File: config.mk
export PLATFORM = sky130hd
export DESIGN_NAME = matrix_keypad_scan_debounce
export DESIGN_NICKNAME = d
export VERILOG_FILES = /design/src/kps_pkg.sv /design/src/matrix_keypad_scan_debounce.sv /design/src/kps_lane.sv /design/src/kps_merge.sv
export SDC_FILE = /design/constraint.sdc
export NUM_CORES = 1
export LEC_CHECK = 0
export BUFFER_PORTS_ARGS = -buffer_cell sky130_fd_sc_hd__buf_2
export CAP_MARGIN = 15
export CELL_PAD_IN_SITES_DETAIL_PLACEMENT = 0
export CELL_PAD_IN_SITES_GLOBAL_PLACEMENT = 1
export CORE_MARGIN = 4
export CORE_UTILIZATION = 44
export DETAILED_ROUTE_END_ITERATION = 8
export PLACE_DENSITY_LB_ADDON = 0.1
export SLEW_MARGIN = 5
export SYNTH_ARGS = -nofsm -noshare
export SYNTH_HDL_FRONTEND = slang
export SYNTH_SLANG_ARGS = --single-unit
File: constraint.sdc
create_clock -name clk_i -period 2.4 [get_ports clk_i]
set_input_delay 0.12 -clock clk_i [delete_from_list [all_inputs] [get_ports clk_i]]
set_output_delay 0.12 -clock clk_i [all_outputs]
set_load 0.01 [all_outputs]
File: src/kps_pkg.sv
// ----------------------------------------------------------------------------
// kps_pkg
// Shared types, constants and helpers of the keypad scan and debounce block.
// ----------------------------------------------------------------------------
package kps_pkg;

  localparam int unsigned ROWS_DEF         = 4;
  localparam int unsigned COLUMNS_DEF      = 5;
  localparam int unsigned HISTORY_BITS_DEF = 8;

  localparam int unsigned ROW_FIELD_W = 4;
  localparam int unsigned DRIVE_W     = 5;
  localparam int unsigned CODE_W      = 5;
  localparam int unsigned ROW_IDX_W   = 3;
  localparam int unsigned COL_IDX_W   = 3;

  typedef enum logic {
    CMD_SAMPLE = 1'b0,
    CMD_READ   = 1'b1
  } kps_cmd_e;

  typedef struct packed {
    kps_cmd_e               command;
    logic [ROW_FIELD_W-1:0] row_levels;
  } kps_req_t;

  typedef struct packed {
    logic [DRIVE_W-1:0] column_drive;
    logic               key_valid;
    logic [CODE_W-1:0]  key_code;
  } kps_rsp_t;

  typedef struct packed {
    logic                 hit;
    logic [ROW_IDX_W-1:0] row;
  } kps_hit_t;

  function automatic logic [DRIVE_W-1:0] drive_for(logic [COL_IDX_W-1:0] col,
                                                   int unsigned columns);
    logic [DRIVE_W-1:0] d;
    for (int i = 0; i < DRIVE_W; i++) begin
      d[i] = (i < columns) && (COL_IDX_W'(i) != col);
    end
    return d;
  endfunction

endpackage

File: src/matrix_keypad_scan_debounce.sv
// ----------------------------------------------------------------------------
// matrix_keypad_scan_debounce
// Keypad scanner with per-key shift-register debounce and new-press reporting.
// ----------------------------------------------------------------------------
// On each request, a sample tick shifts the row levels into the histories
// of the column being driven and advances the column; a read compares
// every debounced level with the last reported one in all column lanes at
// once and returns the highest new press code. The response is held in an
// output register, and a new request is taken in the same cycle the waiting
// response is taken, so the block sustains one request per cycle as long as
// responses are taken. All state resets at once; there is no clearing pass.
// ----------------------------------------------------------------------------
module matrix_keypad_scan_debounce #(
  parameter int unsigned ROWS         = kps_pkg::ROWS_DEF,
  parameter int unsigned COLUMNS      = kps_pkg::COLUMNS_DEF,
  parameter int unsigned HISTORY_BITS = kps_pkg::HISTORY_BITS_DEF
) (
  input  logic              clk_i,
  input  logic              rst_ni,
  input  logic              req_valid_i,
  output logic              req_ready_o,
  input  kps_pkg::kps_req_t req_i,
  output logic              rsp_valid_o,
  input  logic              rsp_ready_i,
  output kps_pkg::kps_rsp_t rsp_o
);
  import kps_pkg::*;

  localparam int unsigned COL_W = (COLUMNS > 1) ? $clog2(COLUMNS) : 1;

  logic              req_fire;
  logic              do_sample, do_read;
  logic [COL_W-1:0]  col_q, col_d;
  logic [ROWS-1:0]   row_bits;
  kps_hit_t          hits [COLUMNS];
  logic              key_valid;
  logic [CODE_W-1:0] key_code;
  logic              rsp_valid_q;
  kps_rsp_t          rsp_q;

  assign req_ready_o = !rsp_valid_q || rsp_ready_i;
  assign req_fire    = req_valid_i && req_ready_o;
  assign do_sample   = req_fire && (req_i.command == CMD_SAMPLE);
  assign do_read     = req_fire && (req_i.command == CMD_READ);

  // rows without an input bit read as released
  always_comb begin
    for (int r = 0; r < ROWS; r++) begin
      row_bits[r] = (r < ROW_FIELD_W) ? req_i.row_levels[r % ROW_FIELD_W] : 1'b1;
    end
  end

  for (genvar c = 0; c < COLUMNS; c++) begin : g_lane
    kps_lane #(
      .ROWS        (ROWS),
      .HISTORY_BITS(HISTORY_BITS)
    ) u_lane (
      .clk_i     (clk_i),
      .rst_ni    (rst_ni),
      .sample_i  (do_sample && (col_q == COL_W'(c))),
      .read_i    (do_read),
      .row_bits_i(row_bits),
      .hit_o     (hits[c])
    );
  end

  kps_merge #(
    .ROWS   (ROWS),
    .COLUMNS(COLUMNS)
  ) u_merge (
    .hits_i     (hits),
    .key_valid_o(key_valid),
    .key_code_o (key_code)
  );

  always_comb begin
    col_d = col_q;
    if (do_sample) begin
      col_d = (col_q == COL_W'(COLUMNS - 1)) ? '0 : col_q + 1'b1;
    end
  end

  always_ff @(posedge clk_i or negedge rst_ni) begin
    if (!rst_ni) begin
      col_q       <= '0;
      rsp_valid_q <= 1'b0;
    end else begin
      col_q <= col_d;
      if (req_fire) begin
        rsp_valid_q <= 1'b1;
      end else if (rsp_ready_i) begin
        rsp_valid_q <= 1'b0;
      end
    end
  end

  always_ff @(posedge clk_i) begin
    if (req_fire) begin
      rsp_q.column_drive <= drive_for(COL_IDX_W'(col_d), COLUMNS);
      rsp_q.key_valid    <= do_read && key_valid;
      rsp_q.key_code     <= (do_read && key_valid) ? key_code : '0;
    end
  end

  assign rsp_valid_o = rsp_valid_q;
  assign rsp_o       = rsp_q;

  a_col_range: assert property (@(posedge clk_i) disable iff (!rst_ni)
    {1'b0, col_q} < (COL_W + 1)'(COLUMNS))
    else $error("column index out of range");

  a_sample_no_key: assert property (@(posedge clk_i) disable iff (!rst_ni)
    do_sample |=> rsp_valid_o && !rsp_o.key_valid)
    else $error("sample tick reported a key");

  a_code_zero: assert property (@(posedge clk_i) disable iff (!rst_ni)
    rsp_valid_o && !rsp_o.key_valid |-> rsp_o.key_code == '0)
    else $error("key code not zero without a key");

  a_col_hold: assert property (@(posedge clk_i) disable iff (!rst_ni)
    !do_sample |=> $stable(col_q))
    else $error("column moved without a sample tick");

endmodule

File: src/kps_lane.sv
// ----------------------------------------------------------------------------
// kps_lane
// One keypad column: shift debounce of each row key and new-press detection.
// ----------------------------------------------------------------------------
module kps_lane #(
  parameter int unsigned ROWS         = kps_pkg::ROWS_DEF,
  parameter int unsigned HISTORY_BITS = kps_pkg::HISTORY_BITS_DEF
) (
  input  logic              clk_i,
  input  logic              rst_ni,
  input  logic              sample_i,
  input  logic              read_i,
  input  logic [ROWS-1:0]   row_bits_i,
  output kps_pkg::kps_hit_t hit_o
);
  import kps_pkg::*;

  logic [HISTORY_BITS-1:0] hist_q [ROWS];
  logic [HISTORY_BITS-1:0] hist_d [ROWS];
  logic [ROWS-1:0]         deb_q, deb_d;
  logic [ROWS-1:0]         rep_q;
  logic [ROWS-1:0]         fall;

  always_comb begin
    for (int r = 0; r < ROWS; r++) begin
      hist_d[r] = {hist_q[r][HISTORY_BITS-2:0], row_bits_i[r]};
      deb_d[r]  = deb_q[r];
      if (&hist_d[r]) begin
        deb_d[r] = 1'b1;
      end else if (hist_d[r] == '0) begin
        deb_d[r] = 1'b0;
      end
    end
  end

  always_ff @(posedge clk_i or negedge rst_ni) begin
    if (!rst_ni) begin
      for (int r = 0; r < ROWS; r++) begin
        hist_q[r] <= '1;
      end
      deb_q <= '1;
      rep_q <= '1;
    end else begin
      if (sample_i) begin
        hist_q <= hist_d;
        deb_q  <= deb_d;
      end
      if (read_i) begin
        rep_q <= deb_q;
      end
    end
  end

  // highest row that went from released to pressed
  assign fall = rep_q & ~deb_q;

  always_comb begin
    hit_o.hit = read_i && (|fall);
    hit_o.row = '0;
    for (int r = 0; r < ROWS; r++) begin
      if (fall[r]) begin
        hit_o.row = ROW_IDX_W'(r);
      end
    end
  end

endmodule

File: src/kps_merge.sv
// ----------------------------------------------------------------------------
// kps_merge
// Combines the column lanes into the highest newly pressed key code.
// ----------------------------------------------------------------------------
module kps_merge #(
  parameter int unsigned ROWS    = kps_pkg::ROWS_DEF,
  parameter int unsigned COLUMNS = kps_pkg::COLUMNS_DEF
) (
  input  kps_pkg::kps_hit_t             hits_i [COLUMNS],
  output logic                          key_valid_o,
  output logic [kps_pkg::CODE_W-1:0]    key_code_o
);
  import kps_pkg::*;

  localparam int unsigned SUM_W = $clog2(ROWS * COLUMNS + 1) + 1;

  logic [SUM_W-1:0] code;

  always_comb begin
    key_valid_o = 1'b0;
    code        = '0;
    for (int c = 0; c < COLUMNS; c++) begin
      if (hits_i[c].hit) begin
        key_valid_o = 1'b1;
        code        = SUM_W'(hits_i[c].row) + SUM_W'(ROWS * c);
      end
    end
  end

  assign key_code_o = CODE_W'(code);

endmodule

# After elaboration in Yosys (flattened, before gate mapping)
# Cells that the tools add are included.
dict set report word_totals {
  ff_bits 195
  output_inout_bits 13
  wordCells 247
}
dict set report op_classes {
  add_sub_neg 5
  eq_ne 8
  n_mux 69
  bitwise_logic 11
  reduce_logical 104
}
# op count
set ops {}
lappend ops {{$logic_not A8 Y1} 20}
lappend ops {{$reduce_and A8 Y1} 20}
lappend ops {{$mux W1} 52}
lappend ops {{$reduce_bool A2 Y1} 21}
lappend ops {{$reduce_and A2 Y1} 20}
lappend ops {{$mux W2} 11}
lappend ops {{$and A4 B4 Y4} 5}
lappend ops {{$not A4 Y4} 5}
lappend ops {{$reduce_or A4 Y1} 5}
lappend ops {{$mux W5} 3}
lappend ops {{$logic_and A1 B1 Y1} 14}
lappend ops {{$add A2 B4 Y5 const B} 2}
lappend ops {{$eq A3 B2 Y1 const B} 2}
lappend ops {{$mux W3} 2}
lappend ops {{$ne A2 B3 Y1 const A} 2}
lappend ops {{$add A2 B5 Y5 const B} 1}
lappend ops {{$add A2 B3 Y4 const B} 1}
lappend ops {{$mux W4} 1}
lappend ops {{$add A3 B1 Y3 const B} 1}
lappend ops {{$eq A3 B1 Y1 const B} 1}
lappend ops {{$eq A3 B3 Y1 const B} 1}
lappend ops {{$logic_not A3 Y1} 1}
lappend ops {{$ne A1 B3 Y1 const A} 1}
lappend ops {{$ne A3 B3 Y1 const A} 1}
lappend ops {{4 further kinds} 4}

# Logic depth before layout (Yosys ltp)
dict set report logic_depth {
  word_depth 11
  ltp_mapped 7
  depth_no_buf 6
}

# Hierarchy
# Synthesis repeated with hierarchy kept, for this count alone.
dict set report hier_totals {
  cells_unflattened 689
  area_unflattened_um2 8936.1
}
# mod instances cells_per_inst area_each_um2 seq_area_each_um2
set modules_own_cells {}
lappend modules_own_cells {kps_lane 5 119 1592.8 945.9}
lappend modules_own_cells {matrix_keypad_scan_debounce 1 68 802.0 430.4}
lappend modules_own_cells {kps_merge 1 26 170.2 0.0}

# Least setup slack after synthesis
# OpenSTA, ideal clock, no wires.
dict set report synth_timing {
  kind {register to register}
  start {register g_lane[2].u_lane.deb_q[1]}
  end {register rsp_q, in the netlist rsp_o[1] (data pin)}
  setup_ns 0.273
  t_arrival_ns 1.508
  t_required_ns 2.127
  slack_ns 0.619
  stages_incl_launch_ff 6
  n_path_buf 0
  period_less_slack_ns 1.781
  cell_sequence {dfstp_2 nor2b_1 a2111oi_4 nand4_1 o41ai_1 a31oi_1}
}
dict set report synth_between {
  elab_chain_cells 9
  word_cells_on_any_way 15
  cone_classes {1 x add/sub; 9 x mux; 2 x bitwise; 3 x reduce/logical}
}
# item line_no
set synth_rtl {}
lappend synth_rtl {{start: declaration} kps_lane.sv:20} ;# logic [ROWS-1:0] deb_q, deb_d;
lappend synth_rtl {{start signal: assignment} kps_lane.sv:41} ;# deb_q <= '1;
lappend synth_rtl {{start signal: assignment} kps_lane.sv:46} ;# deb_q <= deb_d;
lappend synth_rtl {{$not A4 Y4 *} kps_lane.sv:55} ;# assign fall = rep_q & ~deb_q;
lappend synth_rtl {{$and A4 B4 Y4 *} kps_lane.sv:55}
lappend synth_rtl {{$mux W1} kps_lane.sv:61} ;# if (fall[r]) begin
lappend synth_rtl {{$mux W2 (2 in series)} kps_lane.sv:61}
lappend synth_rtl {{$add A2 B4 Y5} kps_merge.sv:25} ;# code = SUM_W'(hits_i[c].row) + SUM_W'(ROWS * c);
lappend synth_rtl {{$mux W5 (3 in series)} kps_merge.sv:23} ;# if (hits_i[c].hit) begin
lappend synth_rtl {{end: declaration} matrix_keypad_scan_debounce.sv:39} ;# kps_rsp_t rsp_q;
# Every way passes the cells marked *; elsewhere a longest branch is shown, timed or not.
# A chain may end at the register's enable or synchronous reset.

# Worst setup path after layout
dict set report layout_timing {
  start {register g_lane[1].u_lane.deb_q[1]}
  end {register rsp_q, in the netlist rsp_o[5] (data pin)}
}
dict set report layout_between {
  elab_chain_cells 9
}
# item line_no
set layout_rtl {}
lappend layout_rtl {{start: declaration} kps_lane.sv:20}
lappend layout_rtl {{start signal: assignment} kps_lane.sv:41}
lappend layout_rtl {{start signal: assignment} kps_lane.sv:46}
lappend layout_rtl {{$not A4 Y4} kps_lane.sv:55}
lappend layout_rtl {{$and A4 B4 Y4} kps_lane.sv:55}
lappend layout_rtl {{$reduce_or A4 Y1} kps_lane.sv:58} ;# hit_o.hit = read_i && (|fall);
lappend layout_rtl {{$logic_and A1 B1 Y1} kps_lane.sv:58}
lappend layout_rtl {{$mux W1 (4 in series)} kps_merge.sv:23}
lappend layout_rtl {{$logic_and A1 B1 Y1} matrix_keypad_scan_debounce.sv:100} ;# rsp_q.key_valid <= do_read && key_valid;
# Every way passes these cells.

==> run summary <==
Mapped Cells: 709
Final setup viols: 0
Worst path required time: 2.55 ns
Cells on worst reg2reg path: 5
Clock Latency Late Sink: 0.42 ns
Fill cells: 1655
Initial antenna violation count: 0
Hold Crit Class: in2reg
Syn_nets: 723
Synth Area in Adders: 0.733%
Ratio of cells with drive above 1 in the final layout: 48.9%
Clock skew: 0.00800 ns
Post-synth top area share: 55.4%
Final setup TNS: 0 ns
Sw frac: 27.0%
Synth top area cells: dfstp_2, mux2_2, nand2_1
Tightest Pin Transition: 0.591 ns
Die Wd: 147 um
Htree depth: 4
Clk pin slew, worst setup/hold paths: 0.07 ns
Worst hold start: req_valid_i
DR vias: 5340
Max Cap Viol: 0
P_sw: 2420 uW
Hold Fails Final Rpt: 0
Most frequent cells in the layout: dfstp_2, nand2_1, mux2_2, nand4_1, nor4_1
CP bufs+invs: 1
Core area: 0.0189 mm2
Slew Limit Headroom: 60.6%
P_int: 6530 uW
FF+latch area: 0.00516 mm2
Comb power frac: 15.0%
Detail Placement HPWL: 10.6 mm
DR WL/cell: 15.4 um
WS Path Type: reg2reg
Post-Layout Cell Count: 1017
Seq pwr share: 54.4%
Num CTS Buffers: 17
RSZ-0062 raised after global routing: false
Syn. warnings: 0
Post-layout min period: 2.17 ns
# IOs: 22
Largest net degree at the start of global routing: 65
Flop-to-flop setup slack: 0.23 ns
Simple-gate area share of the yosys netlist: 16.7%
CP peak stage delay: 0.56 ns
Pre-CTS setup slack: 0.280 ns
Clock tree buffer depth: 2
Crit. End Element: flop
Synth area leader: dfstp_2
Syn-to-layout area delta: 12.4%
Sequential area share after synthesis: 60.4%
Compound-gate portion of the synthesized area: 4.75%
Crit Reg-Reg Startpoint: g_lane[1].u_lane.deb_q[1]$_DFFE_PN1P_
GPL Wtd Cong: 0.778
Clk pwr share: 30.6%
CTS Root Cell: clkbuf_16
Initial drt markers: 175
Cell Area, Synth: 0.00854 mm2
Status: complete, no violations
Worst path top cell family by delay: compound AO/OA/AOI/OAI gates
Clock sinks: 195
Netlist cell types: 41
Total die area: 0.0217 mm2
Design Power: 8950 uW
Mux cell area share after synthesis: 15.1%
Hold Crit Endpoint: rsp_valid_o$_DFFE_PN0P_
CP Launch Type: flop
First-pass GRT wire length: 26.8 mm
Residual DRC count: 0
Placed cell count: 984
Combinational family with the most area after synthesis: simple AND/OR/NAND/NOR gates
Leakage: 0.00387 uW
WHS Path Cells: 3
Gr ovfl total: 0
N_diodes: 0
Total track usage: 15.3%
Crit path cell chain: nor2b_1 -> a2111oi_2 -> nand4_1 -> o41ai_1 -> inv_1
Final period utilization: 90.2%
Syn avg cell area: 12.0 um2
Reg-to-reg endpoint: rsp_o[5]$_DFFE_PN_
Vias in the first global route: 5330
Setup ws final: 0.234 ns
Layout Nets: 758
Via/cell ratio: 5.25
Starting Density: 45.2%
Critical Path Slowest Stage Cell: dfstp_2
#FFs+latches synth: 195
Resized Gates After CTS: 0
Slew Viols, Final: 0
1st-pass router iterations: 4
CTS tree: built
Data arrival time of the worst path: 2.32 ns
IO Port Bufs: 21
Worst Path Max Fanout: 3
Multi-input gate area: 0.00319 mm2
Maximum VDD drop: 0.491 mV
Rows: 50
Height of the die: 147 um
Max frequency: 462 MHz
Drt total wl: 15.7 mm
Xor/xnor cell area share of the yosys netlist: 0%
Most common cell after layout, fill and taps aside: dfstp_2
DRT antenna net count: 0
PwrDens: 933 mW/mm2
## registers in the layout, summed over array words and instances, names as in the netlist
name and flops:
rsp_o 11, col_q 3, g_lane.u_lane.deb_q 20, g_lane.u_lane.hist_d 140
rsp_valid_o 1, g_lane.u_lane.rep_q 20
## layout make-up
cell class | instances | area share (%)
multi-input cells | 472 | 33.2
inverters | 15 | 0.587
clock buffers | 21 | 4.92
well taps | 260 | 3.39
clock inverters | 11 | 1.07
repair buffers | 43 | 3.04
flip-flops and latches | 195 | 53.8
## per-stage QoR
step	hold WS [ns]	cell area [um2]	utilization [%]
final	0.0282	9600	50.8
after CTS	0.00959	9600	50.8
after global routing	0.0415	9600	50.8
after detailed placement	0.158	9010	47.7
after floorplan	-0.176	8540	-
after global placement	0.134	9010	47.7
## worst max-delay path by stage
stage | cells past startpoint | end | startpoint | slack (ns)
3_5_place_dp | 5 | rsp_o[5]$_DFFE_PN_ | g_lane[1].u_lane.deb_q[1]$_DFFE_PN1P_ | 0.28
4_1_cts | 5 | rsp_o[5]$_DFFE_PN_ | g_lane[1].u_lane.deb_q[1]$_DFFE_PN1P_ | 0.27
3_3_place_gp | 5 | rsp_o[5]$_DFFE_PN_ | g_lane[1].u_lane.deb_q[1]$_DFFE_PN1P_ | 0.46
5_1_grt | 5 | rsp_o[5]$_DFFE_PN_ | g_lane[1].u_lane.deb_q[1]$_DFFE_PN1P_ | 0.06
2_1_floorplan | 5 | rsp_o[1]$_SDFFCE_PN0N_ | g_lane[2].u_lane.deb_q[1]$_DFFE_PN1P_ | 0.62
6_report | 5 | rsp_o[5]$_DFFE_PN_ | g_lane[1].u_lane.deb_q[1]$_DFFE_PN1P_ | 0.23
## synthesized netlist by cell type
| library cell | n |
|---|---|
| nor4_4 | 1 |
| dfstp_2 | 180 |
| o21ai_0 | 14 |
| inv_1 | 15 |
| nor2b_1 | 10 |
| buf_2 | 14 |
| a211oi_1 | 1 |
| nand3b_1 | 1 |
| buf_4 | 4 |
| o41ai_1 | 1 |
| edfxtp_1 | 11 |
| nand2_2 | 2 |
| and2b_1 | 1 |
| nand3_1 | 8 |
| nor4bb_1 | 1 |
| nor2_1 | 17 |
| a21o_1 | 1 |
| nand4_1 | 41 |
| a31oi_1 | 13 |
| nor3_4 | 1 |
| mux2i_1 | 3 |
| a2111oi_4 | 1 |
| ha_1 | 5 |
| clkbuf_1 | 9 |
| o31ai_1 | 5 |
| a21boi_0 | 1 |
| nand2_1 | 145 |
| a211o_1 | 1 |
| nand2b_1 | 8 |
| a21oi_1 | 15 |
| nor3_1 | 8 |
| and3_1 | 2 |
| a2111oi_2 | 1 |
| nor4_1 | 40 |
| dfrtp_1 | 4 |
| and2_1 | 4 |
| mux2_2 | 112 |
| o22a_1 | 4 |
| o22ai_1 | 1 |
| a22o_1 | 2 |
| nand4b_1 | 1 |
## layer usage
| metal | wire length [um] | vias to the layer above | GRT usage [%] | share of wire, % |
|---|---|---|---|---|
| met5 | 0 | - | 0 | 0 |
| met4 | 182 | 0 | 4.61 | 1.2 |
| met3 | 457 | 14 | 3.76 | 2.9 |
| met2 | 7360 | 61 | 24.4 | 47 |
| met1 | 7660 | 2650 | 20.8 | 49 |
| li1 | - | 2615 | - | - |
## repair_timing
item,4_1_cts,5_1_grt
setup buffers,0,0
hold buffers,1,0
setup endpoints to repair,0,0
endpoints found under the hold margin,4,0
## cell families after synthesis
group,Yosys count
muxes,115
and+or+nand+nor,291
buffers and inverters,42
AOI/OAI and AO/OA,61
DFF,195
adders and majority gates,5
## power groups by stage
stage               Clock [uW]  Sequential (uW)  Combinational (uW)
finish                    2740             4870                1340
global route              2990             4970                1520
CTS                       2840             4870                1370
detailed placement           0             4910                1350
global placement             0             4870                1320
floorplan                    0             4750                1040
## tightest hold or removal path, delay by kind of cell
kind	cells	cell delay, ns
AND/OR/NAND/NOR	1	0.08
buffers and inverters	2	0.22
Note: power is estimated with default switching activity, not from simulation.
